<file path="src/hw/rtl/sfp_pkg.sv">
// Shared types and constants for the serial frame parser.
// Used by the controller, the datapath, the top level and the checker.
package sfp_pkg;

   localparam int REQ_DATA_W = 8;
   localparam int RSP_DATA_W = 40;
   localparam int RSP_USER_W = 4;
   localparam int CSR_IDX_W  = 8;

   // register indexes on the csr channel
   localparam logic [CSR_IDX_W-1:0] REG_START  = 8'd0;
   localparam logic [CSR_IDX_W-1:0] REG_ACK    = 8'd1;
   localparam logic [CSR_IDX_W-1:0] REG_NAK    = 8'd2;
   localparam logic [CSR_IDX_W-1:0] REG_CANCEL = 8'd3;

   localparam logic [7:0] START_RST  = 8'h01;
   localparam logic [7:0] ACK_RST    = 8'h06;
   localparam logic [7:0] NAK_RST    = 8'h15;
   localparam logic [7:0] CANCEL_RST = 8'h18;

   localparam logic [7:0] CHECK_SEED   = 8'hFF;
   localparam logic [7:0] LEN_OVERHEAD = 8'd3;

   typedef enum logic [2:0] {
      EV_ACK     = 3'd0,
      EV_NAK     = 3'd1,
      EV_CANCEL  = 3'd2,
      EV_GOOD    = 3'd3,
      EV_STRAY   = 3'd4,
      EV_BAD_LEN = 3'd5,
      EV_CSUM    = 3'd6
   } event_type;

   typedef enum logic [2:0] {
      S_IDLE,
      S_LEN,
      S_TYPE,
      S_CMD,
      S_DATA,
      S_CHECK,
      S_READ,
      S_SHOW
   } state_type;

   typedef struct packed {
      logic      load_len;
      logic      load_type;
      logic      load_cmd;
      logic      store_data;
      logic      rd_issue;
      logic      emit_item;
      logic      emit_event;
      event_type ev;
   } cmd_type;

   typedef struct packed {
      logic is_start;
      logic is_ack;
      logic is_nak;
      logic is_cancel;
      logic len_bad;
      logic len_zero;
      logic data_done;
      logic check_ok;
      logic drain_last;
      logic slot_free;
   } stat_type;

   typedef struct packed {
      event_type  ev;
      logic [7:0] frame_type;
      logic [7:0] command;
      logic [5:0] payload_len;
      logic [7:0] payload_byte;
      logic [4:0] payload_index;
      logic       has_payload;
      logic       last;
   } rsp_type;

endpackage

</file>
<file path="src/hw/rtl/sfp_ctrl.sv">
// Frame parser controller: phase state machine, issues datapath commands.
// Depends on sfp_pkg.
module sfp_ctrl (
   input  logic             clock,
   input  logic             reset,
   input  logic             req_tvalid,
   output logic             req_tready,
   input  sfp_pkg::stat_type stat,
   output sfp_pkg::cmd_type  cmd
);
   import sfp_pkg::*;

   state_type state_ff, state_in;
   logic      rx_phase;
   logic      take;

   assign rx_phase   = !(state_ff == S_READ || state_ff == S_SHOW);
   assign req_tready = rx_phase && stat.slot_free;
   assign take       = req_tvalid && req_tready;

   always_ff @(posedge clock) begin
      if (reset) begin
         state_ff <= S_IDLE;
      end else begin
         state_ff <= state_in;
      end
   end

   always_comb begin
      state_in = state_ff;
      cmd      = '0;
      cmd.ev   = EV_ACK;
      unique case (state_ff)
         S_IDLE: begin
            if (take) begin
               // start code wins over the control codes
               if (stat.is_start) begin
                  state_in = S_LEN;
               end else begin
                  cmd.emit_event = 1'b1;
                  if (stat.is_ack)         cmd.ev = EV_ACK;
                  else if (stat.is_nak)    cmd.ev = EV_NAK;
                  else if (stat.is_cancel) cmd.ev = EV_CANCEL;
                  else                     cmd.ev = EV_STRAY;
               end
            end
         end
         S_LEN: begin
            if (take) begin
               if (stat.len_bad) begin
                  cmd.emit_event = 1'b1;
                  cmd.ev         = EV_BAD_LEN;
                  state_in       = S_IDLE;
               end else begin
                  cmd.load_len = 1'b1;
                  state_in     = S_TYPE;
               end
            end
         end
         S_TYPE: begin
            if (take) begin
               cmd.load_type = 1'b1;
               state_in      = S_CMD;
            end
         end
         S_CMD: begin
            if (take) begin
               cmd.load_cmd = 1'b1;
               state_in     = stat.len_zero ? S_CHECK : S_DATA;
            end
         end
         S_DATA: begin
            if (take) begin
               cmd.store_data = 1'b1;
               if (stat.data_done) state_in = S_CHECK;
            end
         end
         S_CHECK: begin
            if (take) begin
               if (!stat.check_ok) begin
                  cmd.emit_event = 1'b1;
                  cmd.ev         = EV_CSUM;
                  state_in       = S_IDLE;
               end else if (stat.len_zero) begin
                  cmd.emit_event = 1'b1;
                  cmd.ev         = EV_GOOD;
                  state_in       = S_IDLE;
               end else begin
                  state_in = S_READ;
               end
            end
         end
         S_READ: begin
            cmd.rd_issue = 1'b1;
            state_in     = S_SHOW;
         end
         S_SHOW: begin
            if (stat.slot_free) begin
               cmd.emit_item = 1'b1;
               state_in      = stat.drain_last ? S_IDLE : S_READ;
            end
         end
         default: state_in = S_IDLE;
      endcase
   end

endmodule

</file>
<file path="src/hw/rtl/sfp_dp.sv">
// Frame parser datapath: code registers, counters, checksum, payload buffer
// and the result register. Depends on sfp_pkg.
module sfp_dp #(
   parameter int MAX_PAYLOAD = 32
) (
   input  logic                            clock,
   input  logic                            reset,
   input  logic                            csr_valid,
   input  logic [sfp_pkg::CSR_IDX_W-1:0]   csr_index,
   input  logic [7:0]                      csr_data,
   input  logic [sfp_pkg::REQ_DATA_W-1:0]  req_tdata,
   input  sfp_pkg::cmd_type                cmd,
   input  logic                            rsp_tready,
   output sfp_pkg::stat_type               stat,
   output logic                            rsp_valid,
   output sfp_pkg::rsp_type                rsp
);
   import sfp_pkg::*;

   localparam int IDX_W = (MAX_PAYLOAD > 1) ? $clog2(MAX_PAYLOAD) : 1;
   localparam int CNT_W = $clog2(MAX_PAYLOAD + 1);
   localparam logic [7:0] LEN_MAX = 8'(MAX_PAYLOAD + 3);

   logic [7:0] start_ff, start_in;
   logic [7:0] ack_ff, ack_in;
   logic [7:0] nak_ff, nak_in;
   logic [7:0] cancel_ff, cancel_in;

   logic [CNT_W-1:0] exp_len_ff, exp_len_in;
   logic [CNT_W-1:0] seen_ff, seen_in;
   logic [CNT_W-1:0] rd_idx_ff, rd_idx_in;
   logic [7:0]       check_ff, check_in;
   logic [7:0]       type_ff, type_in;
   logic [7:0]       command_ff, command_in;
   logic [7:0]       mem_q_ff;
   logic [7:0]       payload_mem [MAX_PAYLOAD];
   rsp_type          rsp_ff, rsp_in;
   logic             rsp_valid_ff, rsp_valid_in;

   // csr decode
   always_comb begin
      start_in  = start_ff;
      ack_in    = ack_ff;
      nak_in    = nak_ff;
      cancel_in = cancel_ff;
      if (csr_valid) begin
         unique case (csr_index)
            REG_START:  start_in  = csr_data;
            REG_ACK:    ack_in    = csr_data;
            REG_NAK:    nak_in    = csr_data;
            REG_CANCEL: cancel_in = csr_data;
            default: ;
         endcase
      end
   end

   always_comb begin
      exp_len_in = exp_len_ff;
      seen_in    = seen_ff;
      rd_idx_in  = rd_idx_ff;
      check_in   = check_ff;
      type_in    = type_ff;
      command_in = command_ff;
      if (cmd.load_len) begin
         exp_len_in = CNT_W'(req_tdata - LEN_OVERHEAD);
         seen_in    = '0;
         rd_idx_in  = '0;
         check_in   = CHECK_SEED ^ req_tdata;
      end
      if (cmd.load_type) begin
         type_in  = req_tdata;
         check_in = check_ff ^ req_tdata;
      end
      if (cmd.load_cmd) begin
         command_in = req_tdata;
         check_in   = check_ff ^ req_tdata;
      end
      if (cmd.store_data) begin
         seen_in  = seen_ff + CNT_W'(1);
         check_in = check_ff ^ req_tdata;
      end
      if (cmd.emit_item) begin
         rd_idx_in = rd_idx_ff + CNT_W'(1);
      end
   end

   // result register
   always_comb begin
      rsp_in       = rsp_ff;
      rsp_valid_in = rsp_valid_ff;
      if (rsp_tready) rsp_valid_in = 1'b0;
      if (cmd.emit_event) begin
         rsp_in       = '0;
         rsp_in.ev    = cmd.ev;
         rsp_in.last  = 1'b1;
         rsp_valid_in = 1'b1;
         // empty good frame still carries type and command
         if (cmd.ev == EV_GOOD) begin
            rsp_in.frame_type = type_ff;
            rsp_in.command    = command_ff;
         end
      end else if (cmd.emit_item) begin
         rsp_in.ev            = EV_GOOD;
         rsp_in.frame_type    = type_ff;
         rsp_in.command       = command_ff;
         rsp_in.payload_len   = 6'(exp_len_ff);
         rsp_in.payload_byte  = mem_q_ff;
         rsp_in.payload_index = 5'(rd_idx_ff);
         rsp_in.has_payload   = 1'b1;
         rsp_in.last          = stat.drain_last;
         rsp_valid_in         = 1'b1;
      end
   end

   always_ff @(posedge clock) begin
      if (reset) begin
         start_ff     <= START_RST;
         ack_ff       <= ACK_RST;
         nak_ff       <= NAK_RST;
         cancel_ff    <= CANCEL_RST;
         exp_len_ff   <= '0;
         seen_ff      <= '0;
         rd_idx_ff    <= '0;
         check_ff     <= CHECK_SEED;
         rsp_valid_ff <= 1'b0;
      end else begin
         start_ff     <= start_in;
         ack_ff       <= ack_in;
         nak_ff       <= nak_in;
         cancel_ff    <= cancel_in;
         exp_len_ff   <= exp_len_in;
         seen_ff      <= seen_in;
         rd_idx_ff    <= rd_idx_in;
         check_ff     <= check_in;
         rsp_valid_ff <= rsp_valid_in;
      end
   end

   always_ff @(posedge clock) begin
      type_ff    <= type_in;
      command_ff <= command_in;
      rsp_ff     <= rsp_in;
   end

   // payload buffer, one write and one registered read port
   always_ff @(posedge clock) begin
      if (cmd.store_data) begin
         payload_mem[seen_ff[IDX_W-1:0]] <= req_tdata;
      end
      if (cmd.rd_issue) begin
         mem_q_ff <= payload_mem[rd_idx_ff[IDX_W-1:0]];
      end
   end

   always_comb begin
      stat.is_start   = (req_tdata == start_ff);
      stat.is_ack     = (req_tdata == ack_ff);
      stat.is_nak     = (req_tdata == nak_ff);
      stat.is_cancel  = (req_tdata == cancel_ff);
      stat.len_bad    = (req_tdata < LEN_OVERHEAD) || (req_tdata > LEN_MAX);
      stat.len_zero   = (exp_len_ff == '0);
      stat.data_done  = (({1'b0, seen_ff} + (CNT_W+1)'(1)) == {1'b0, exp_len_ff});
      stat.check_ok   = (req_tdata == check_ff);
      stat.drain_last = (({1'b0, rd_idx_ff} + (CNT_W+1)'(1)) == {1'b0, exp_len_ff});
      stat.slot_free  = !rsp_valid_ff || rsp_tready;
   end

   assign rsp_valid = rsp_valid_ff;
   assign rsp       = rsp_ff;

endmodule

</file>
<file path="src/hw/rtl/serial_frame_parser_xor_checksum_core.sv">
// Channel  Dir  Handshake              Payload
// req      in   req_tvalid/req_tready  req_tdata: rx_byte
// rsp      out  rsp_tvalid/rsp_tready  rsp_tdata, rsp_tuser, rsp_tlast
// csr      in   csr_valid/csr_ready    csr_index, csr_data
//
// A received word is taken when req_tvalid and req_tready are both high. A control
// word, a bad length, a bad checksum or an empty frame gives one result in the
// next cycle. A good frame drains its payload from the buffer one result at a time:
// a buffer read, then a load of the output register. Reset is synchronous; the
// buffer needs no clearing. A stalled result holds rsp and, while pending,
// blocks further input; csr writes are always taken.
module serial_frame_parser_xor_checksum_core #(
   parameter int MAX_PAYLOAD = 32
) (
   input  logic                            clock,
   input  logic                            reset,
   input  logic                            req_tvalid,
   output logic                            req_tready,
   input  logic [sfp_pkg::REQ_DATA_W-1:0]  req_tdata,   // [7:0] rx_byte
   output logic                            rsp_tvalid,
   input  logic                            rsp_tready,
   // [7:0] frame_type, [15:8] command, [21:16] payload_len,
   // [29:22] payload_byte, [34:30] payload_index, [39:35] zero
   output logic [sfp_pkg::RSP_DATA_W-1:0]  rsp_tdata,
   output logic [sfp_pkg::RSP_USER_W-1:0]  rsp_tuser,   // [2:0] event_res, [3] has_payload
   output logic                            rsp_tlast,
   input  logic                            csr_valid,
   output logic                            csr_ready,
   input  logic [sfp_pkg::CSR_IDX_W-1:0]   csr_index,
   input  logic [7:0]                      csr_data
);
   import sfp_pkg::*;

   cmd_type  cmd;
   stat_type stat;
   rsp_type  rsp;

   assign csr_ready = 1'b1;

   sfp_ctrl u_ctrl (
      .clock      (clock),
      .reset      (reset),
      .req_tvalid (req_tvalid),
      .req_tready (req_tready),
      .stat       (stat),
      .cmd        (cmd)
   );

   sfp_dp #(
      .MAX_PAYLOAD (MAX_PAYLOAD)
   ) u_dp (
      .clock      (clock),
      .reset      (reset),
      .csr_valid  (csr_valid),
      .csr_index  (csr_index),
      .csr_data   (csr_data),
      .req_tdata  (req_tdata),
      .cmd        (cmd),
      .rsp_tready (rsp_tready),
      .stat       (stat),
      .rsp_valid  (rsp_tvalid),
      .rsp        (rsp)
   );

   assign rsp_tdata = {5'b0, rsp.payload_index, rsp.payload_byte, rsp.payload_len,
                       rsp.command, rsp.frame_type};
   assign rsp_tuser = {rsp.has_payload, rsp.ev};
   assign rsp_tlast = rsp.last;

endmodule

</file>
<file path="config.mk">
export PLATFORM = sky130hd
export DESIGN_NAME = serial_frame_parser_xor_checksum_core
export DESIGN_NICKNAME = d
export VERILOG_FILES = /design/src/hw/rtl/sfp_pkg.sv /design/src/hw/rtl/sfp_ctrl.sv /design/src/hw/rtl/sfp_dp.sv /design/src/hw/rtl/serial_frame_parser_xor_checksum_core.sv
export SDC_FILE = /design/constraint.sdc
export NUM_CORES = 1
export LEC_CHECK = 0
export BUFFER_PORTS_ARGS = -buffer_cell sky130_fd_sc_hd__buf_2
export CORE_ASPECT_RATIO = 1.4
export CORE_MARGIN = 10
export CORE_UTILIZATION = 60
export DETAILED_ROUTE_END_ITERATION = 8
export PLACE_DENSITY = 0.83
export REMOVE_ABC_BUFFERS = 1
export SYNTH_ARGS = -nofsm -noshare
export SYNTH_HDL_FRONTEND = slang
export SYNTH_SLANG_ARGS = --single-unit
</file>
<file path="constraint.sdc">
create_clock -name clock -period 7.4 [get_ports clock]
set_input_delay 0.74 -clock clock [delete_from_list [all_inputs] [get_ports clock]]
set_output_delay 0.74 -clock clock [all_outputs]
set_load 0.05 [all_outputs]
</file>
### After elaboration in Yosys (flattened, before gate mapping)

Memories as Yosys holds them, arrays and structs flattened. A register that Yosys moved wholly into a read port is not among the register bits.
Cells that the tools add are included.

* add/sub/neg operators: 5
* magnitude comparators: 2
* equality and inequality tests: 27
* multiplexer cells: 51
* bitwise logic cells: 2
* reduce and logical (&&, ||, !) cells: 20

Operators by type and width (count)
* 40-bit two-way mux: 2
* 3-bit two-way mux: 15
* 8-bit == test: 5
* 8-bit two-way mux: 4
* 4-bit two-way mux: 7
* 3-bit one-hot mux with 8 select lines: 1
* 6-bit two-way mux: 3
* 8-bit by 2-bit == test with 1-bit output (second input constant): 2
* 1-bit two-way mux: 16
* 16-bit two-way mux: 1
* 6-bit by 1-bit adder with 7-bit output (second input constant): 2
* 7-bit by 6-bit == test with 1-bit output: 2
* 2-bit by 1-bit inequality test with 1-bit output (second input constant): 7
* 6-bit by 1-bit adder with 6-bit output (second input constant): 2
* 3-bit == test (second input constant): 4
* 4-bit one-hot mux with 3 select lines: 1
* 3-bit by 2-bit == test with 1-bit output (second input constant): 3
* 9-bit AND reduction: 1
* 8-bit by 1-bit == test with 1-bit output (second input constant): 1
* 8-bit by 6-bit > comparator with 1-bit output (second input constant): 1
* 8-bit logical NOT: 1
* 8-bit by 2-bit less-than comparator with 1-bit output (second input constant): 1
* 8-bit inverter: 1
* 2-bit AND reduction: 4
* 13 further kinds: 20

* flip-flop bits (word level): 118
* RAM bits: 256
* bits of input ports: 29
* output and inout bits: 48
* logic and storage cells: 128
* memories kept: 1

Memories
* u_dp.payload_mem: depth 32, bits a word 8, rd ports 1, clocked after Yosys merged registers in 1, wr ports 1, line sfp_dp.sv:36 `logic [7:0] payload_mem [MAX_PAYLOAD];`

### Logic depth before layout (Yosys ltp)

* depth in word-level cells: 11
* gate-level depth with buffers: 9
* mapped depth without buffers: 8

### Hierarchy

Synthesis repeated with hierarchy kept, for this count alone.

* cells, all modules: 1021
* area total of the unflattened synthesis: 15743.8 um^2

By module, submodules not included
* sfp_dp: instances 1, cells an instance 959, area an instance 15341.0 um^2
* sfp_ctrl: instances 1, cells an instance 54, area an instance 350.3 um^2
* serial_frame_parser_xor_checksum_core: instances 1, cells an instance 8, area an instance 52.6 um^2

### Worst setup path after synthesis

OpenSTA, ideal clock, no wires.

* kind: in2reg
* start: input req_tdata[4] (netlist name)
* end: register u_dp.rsp_ff, in the netlist u_dp.rsp[21], enable pin
* library setup time: 0.377 ns
* arrival time: 2.269 ns
* required time: 7.023 ns
* setup slack: 4.754 ns
* stages: 5
* path buffers: 1
* cell sequence: buf_2 nor3_1 a2111oi_2 nor4_1 or3_1

* cells in the longest elaborated chain, start to end: 6

Ends and longest elaborated chain
* from (decl): line serial_frame_parser_xor_checksum_core.sv:19 `input logic [sfp_pkg::REQ_DATA_W-1:0] req_tdata,`
* 8-bit by 2-bit less-than comparator with 1-bit output or 8-bit by 6-bit > comparator with 1-bit output (tied branches): line sfp_dp.sv:160 `stat.len_bad = (req_tdata < LEN_OVERHEAD) || (req_tdata > LEN_MAX);`
* 1-bit logical OR: line sfp_dp.sv:160
* 4-bit two-way mux: line sfp_ctrl.sv:50 `if (stat.len_bad) begin`
* 4-bit two-way mux: line sfp_ctrl.sv:49 `if (take) begin`
* 4-bit one-hot mux with 3 select lines (*): line sfp_ctrl.sv:33 `unique case (state_ff)`
* 2-bit nonzero test (no source line) (*)
* to (signal assigned): line sfp_dp.sv:142 `rsp_ff <= rsp_in;`
* to (decl): line sfp_dp.sv:37 `rsp_type rsp_ff, rsp_in;`

Every way passes the cells marked *; elsewhere a longest branch is shown, timed or not.
A chain may end at the register's enable or synchronous reset.

==> run summary <==
====================================================================================================
Fmax                                                                                       0.308 GHz
Average size of a mapped cell                                                             15.3 sq um
Delay of the slowest cell on the worst path                                                  0.79 ns
Postcts setup bufs                                                                                 0
Post-synthesis mux area share                                                                  13.5%
Weighted congestion at the end of routability-driven global placement                          0.862
Required time of the worst setup path                                                        7.67 ns
Multi-input gate area                                                                     4690 sq um
Pin count of the biggest net entering global routing                                              69
Worst-case vdd ir drop                                                                      0.255 mV
Total number of vias                                                                           8,709
Final antenna-violating net count                                                                  0
Number of setup violations in the final report                                                     0
Worst slack at placement                                                                     3.85 ns
Clock-pin slew reported for the worst setup and hold paths after clock tree synthesis        0.06 ns
Crit path launch type                                                                           flop
Clock Tree Buf Depth                                                                               3
Synth cell count leaders                                                                edfxtp_1, nor2_1, dfxtp_1
Yosys warns                                                                                        0
CTS tree                                                                                         yes
Ratio of cells with drive above 1 in the final layout                                          20.9%
Cell with the largest stage delay on the worst path                                            buf_4
Latest clock arrival within the worst-skew pair                                              0.52 ns
Slew at the pin closest to its max-slew limit                                                1.15 ns
Share of the synthesized netlist area taken by xor and xnor gates                              3.41%
Final hold violation count                                                                         0
FF+latch count, synth                                                                            382
Mapped Cells                                                                                   1,023
Initial antenna violation count                                                                    0
Part of the cycle the worst path needs                                                         43.9%
Number of synthesized flops with an enable pin                                                   299
Top cell type by total area after synthesis                                                 edfxtp_1
Top-Level Pins                                                                                    77
Synth Area in Adders                                                                          0.479%
Async set-reset flop share out of synthesis                                                       0%
Post-DR wirelength/cell                                                                      23.6 um
Count of antenna diodes in the layout                                                              0
Ordered cell list for the critical path                                                 buf_4 > mux4_2 > mux4_2 > mux2_2
CTS Root Buffer Type                                                                       clkbuf_16
Depth of the CTS H-tree                                                                            2
Final critical path time including I/O delays and setup                                      3.25 ns
Unrepaired setup endpoints after global routing                                                false
Number of clock sinks seen by CTS                                                                382
Worst hold slack after final layout                                                         0.445 ns
Sequential-to-total area share from yosys stat                                                 67.8%
Vias in the first global route                                                                 9,088
Synth Area in Compound Gates                                                                   4.00%
Final routed wirelength across all metal layers                                            33,700 um
Die height                                                                                    211 um
Top fanout value on the critical path                                                             44
DRT iter0 DRCs                                                                                   950
Dominant cells by area after synthesis                                                  edfxtp_1, mux4_2, dfxtp_1
Die W                                                                                         157 um
Post-CTS sizing                                                                                    0
All-Layer GR Usage                                                                             20.7%
Initial core utilization                                                                       60.5%
Final std cells w/o fill                                                                       1,428
Area of the core                                                                        25,900 sq um
FF+latch area                                                                           10,600 sq um
Cell internal pwr                                                                            3.36 mW
Category of the most critical setup path                                                  reg -> reg
Element type at the critical path end                                                           flop
Instance count after placement with tap cells included                                         1,365
Filler cell count in the final layout                                                          1,694
Die Footprint                                                                           33,100 sq um
Area share of and/or/nand/nor cells after synthesis                                            8.42%
P per Cell Area                                                                          242 nW/um^2
Final setup slack of the worst path                                                          4.15 ns
Sequential power share                                                                         55.1%
Slew HR                                                                                        23.4%
Num CTS Buffers                                                                                   35
Worst min-delay path category                                                             reg -> reg
Switching power of the nets                                                                 0.849 mW
Total number of placement rows                                                                    70
Remaining DRCs                                                                                     0
Combinational family with the most area after synthesis                                 multiplexers
Via density per instance                                                                        6.10
Cell area after technology mapping                                                      15,700 sq um
First-pass GRT wire length                                                                 52,300 um
Outcome                                                                                 complete, no violations
Clk pwr share                                                                                  42.0%
Setup Total Neg Slack                                                                           0 ns
Combined buffer and inverter count along the critical path                                         1
HPWL Detailed                                                                              21,000 um
Number of hold buffers added after cts                                                             0
Leakage power summed over all cells                                                          5.75 nW
Most used flip-flop cell after synthesis                                                    edfxtp_1
Final worst clock skew                                                                     0.0174 ns
Number of nets in the layout                                                                   1,113
# Max-Cap Violations                                                                               0
Area Overhead vs Synth                                                                         10.7%
Crit-path leading delay family                                                          multiplexers
Final max-slew violation count                                                                     0
Initial DRT Pass Iterations                                                                        5
Most prevalent standard cell on the critical path                                             mux4_2
Number of library cell types mapped by synthesis                                                  55
Worst path arrival time                                                                      3.51 ns
Most frequent cell after synthesis                                                          edfxtp_1
Relative contribution of combinational cells to total power                                     2.9%
Switching power as a share of total power                                                      20.2%
Fraction of synthesized cell area taken by the top area cell type                              57.2%
Leftover overflow at the end of global routing                                                     0
Port-buffer cells                                                                                 70
====================================================================================================
[cells by family after synthesis]
kind of cell / after synthesis
other: 2
adder cells (fa/ha/maj): 6
flip-flops: 382
XOR/XNOR: 61
buffers and inverters: 82
multiplexers: 110
AND/OR/NAND/NOR: 279
AO/OA/AOI/OAI: 101
[cell type report]
type / instances / area share (%)
well taps: 324 / 2.34
repair buffers: 80 / 2.45
clock inverters: 18 / 0.829
flip-flops and latches: 382 / 61.3
clock buffers: 45 / 5.69
inverters: 16 / 0.346
multi-input cells: 563 / 27.0
[worst reg2reg max path, stage by stage (launching register included)]
cell,delay [ns]
dfxtp_4,0.68
buf_4,0.82
mux4_2,0.63
mux4_2,0.54
mux2_2,0.31
[per-stage QoR]
step	instance area (sq um)	util, %	power, mW
floorplan	15400	-	2.42
global placement	16200	62.6	2.48
detailed placement	16200	62.6	2.48
CTS	17400	67.0	4.23
global route	17400	67.0	4.31
finish	17400	67.0	4.21
[per-layer routing]
| metal | up-vias | global-route usage, % | routed length (um) |
|---|---|---|---|
| met3 | 75 | 3.53 | 1930 |
| met2 | 340 | 37.6 | 18600 |
| met4 | 0 | 8.06 | 1130 |
| met5 | - | 0 | 0 |
| li1 | 3946 | - | - |
| met1 | 4348 | 23.7 | 12100 |
[registers in the layout (all words and copies together) (netlist names), 8 cells and up]
signal,cells
u_dp.ack_ff,8
u_dp.cancel_ff,8
u_dp.check_ff,8
u_dp.command_ff,8
u_dp.mem_q_ff,8
u_dp.nak_ff,8
u_dp.payload_mem,256
u_dp.rsp,40
u_dp.start_ff,8
u_dp.type_ff,8
[layout by cell type (no fill, tap or decap), types with 9 or more instances in the layout]
| master | count |
|---|---|
| a211o_1 | 9 |
| a21oi_1 | 25 |
| and2_1 | 18 |
| buf_2 | 70 |
| buf_4 | 10 |
| clkbuf_16 | 38 |
| dfxtp_1 | 81 |
| edfxtp_1 | 299 |
| inv_1 | 16 |
| mux2_2 | 9 |
| mux2i_1 | 21 |
| mux4_2 | 80 |
| nand2_1 | 81 |
| nand3_1 | 11 |
| nand4_1 | 11 |
| nor2_1 | 102 |
| nor3_1 | 12 |
| o21ai_0 | 33 |
| xnor2_1 | 57 |
[path summary, 6_finish.rpt]
kind         slack, ns         startpoint  depth (start not counted)          endpoint
min               0.44   u_dp.mem_q_ff[6]                          2      u_dp.rsp[13]
max reg2reg       4.15  u_dp.rd_idx_ff[0]                          4  u_dp.mem_q_ff[6]
max               4.15  u_dp.rd_idx_ff[0]                          4  u_dp.mem_q_ff[6]
min reg2reg       0.44   u_dp.mem_q_ff[6]                          2      u_dp.rsp[13]
[power groups by stage]
stage                     clock (mW)  sequential, mW  combinational [mW]
after floorplan                    0            2.38              0.0360
after global placement             0            2.36               0.118
after detailed placement           0            2.36               0.121
after CTS                       1.79            2.32               0.122
after global routing            1.87            2.32               0.131
final                           1.77            2.32               0.121
(Power assumes the default switching activity.)
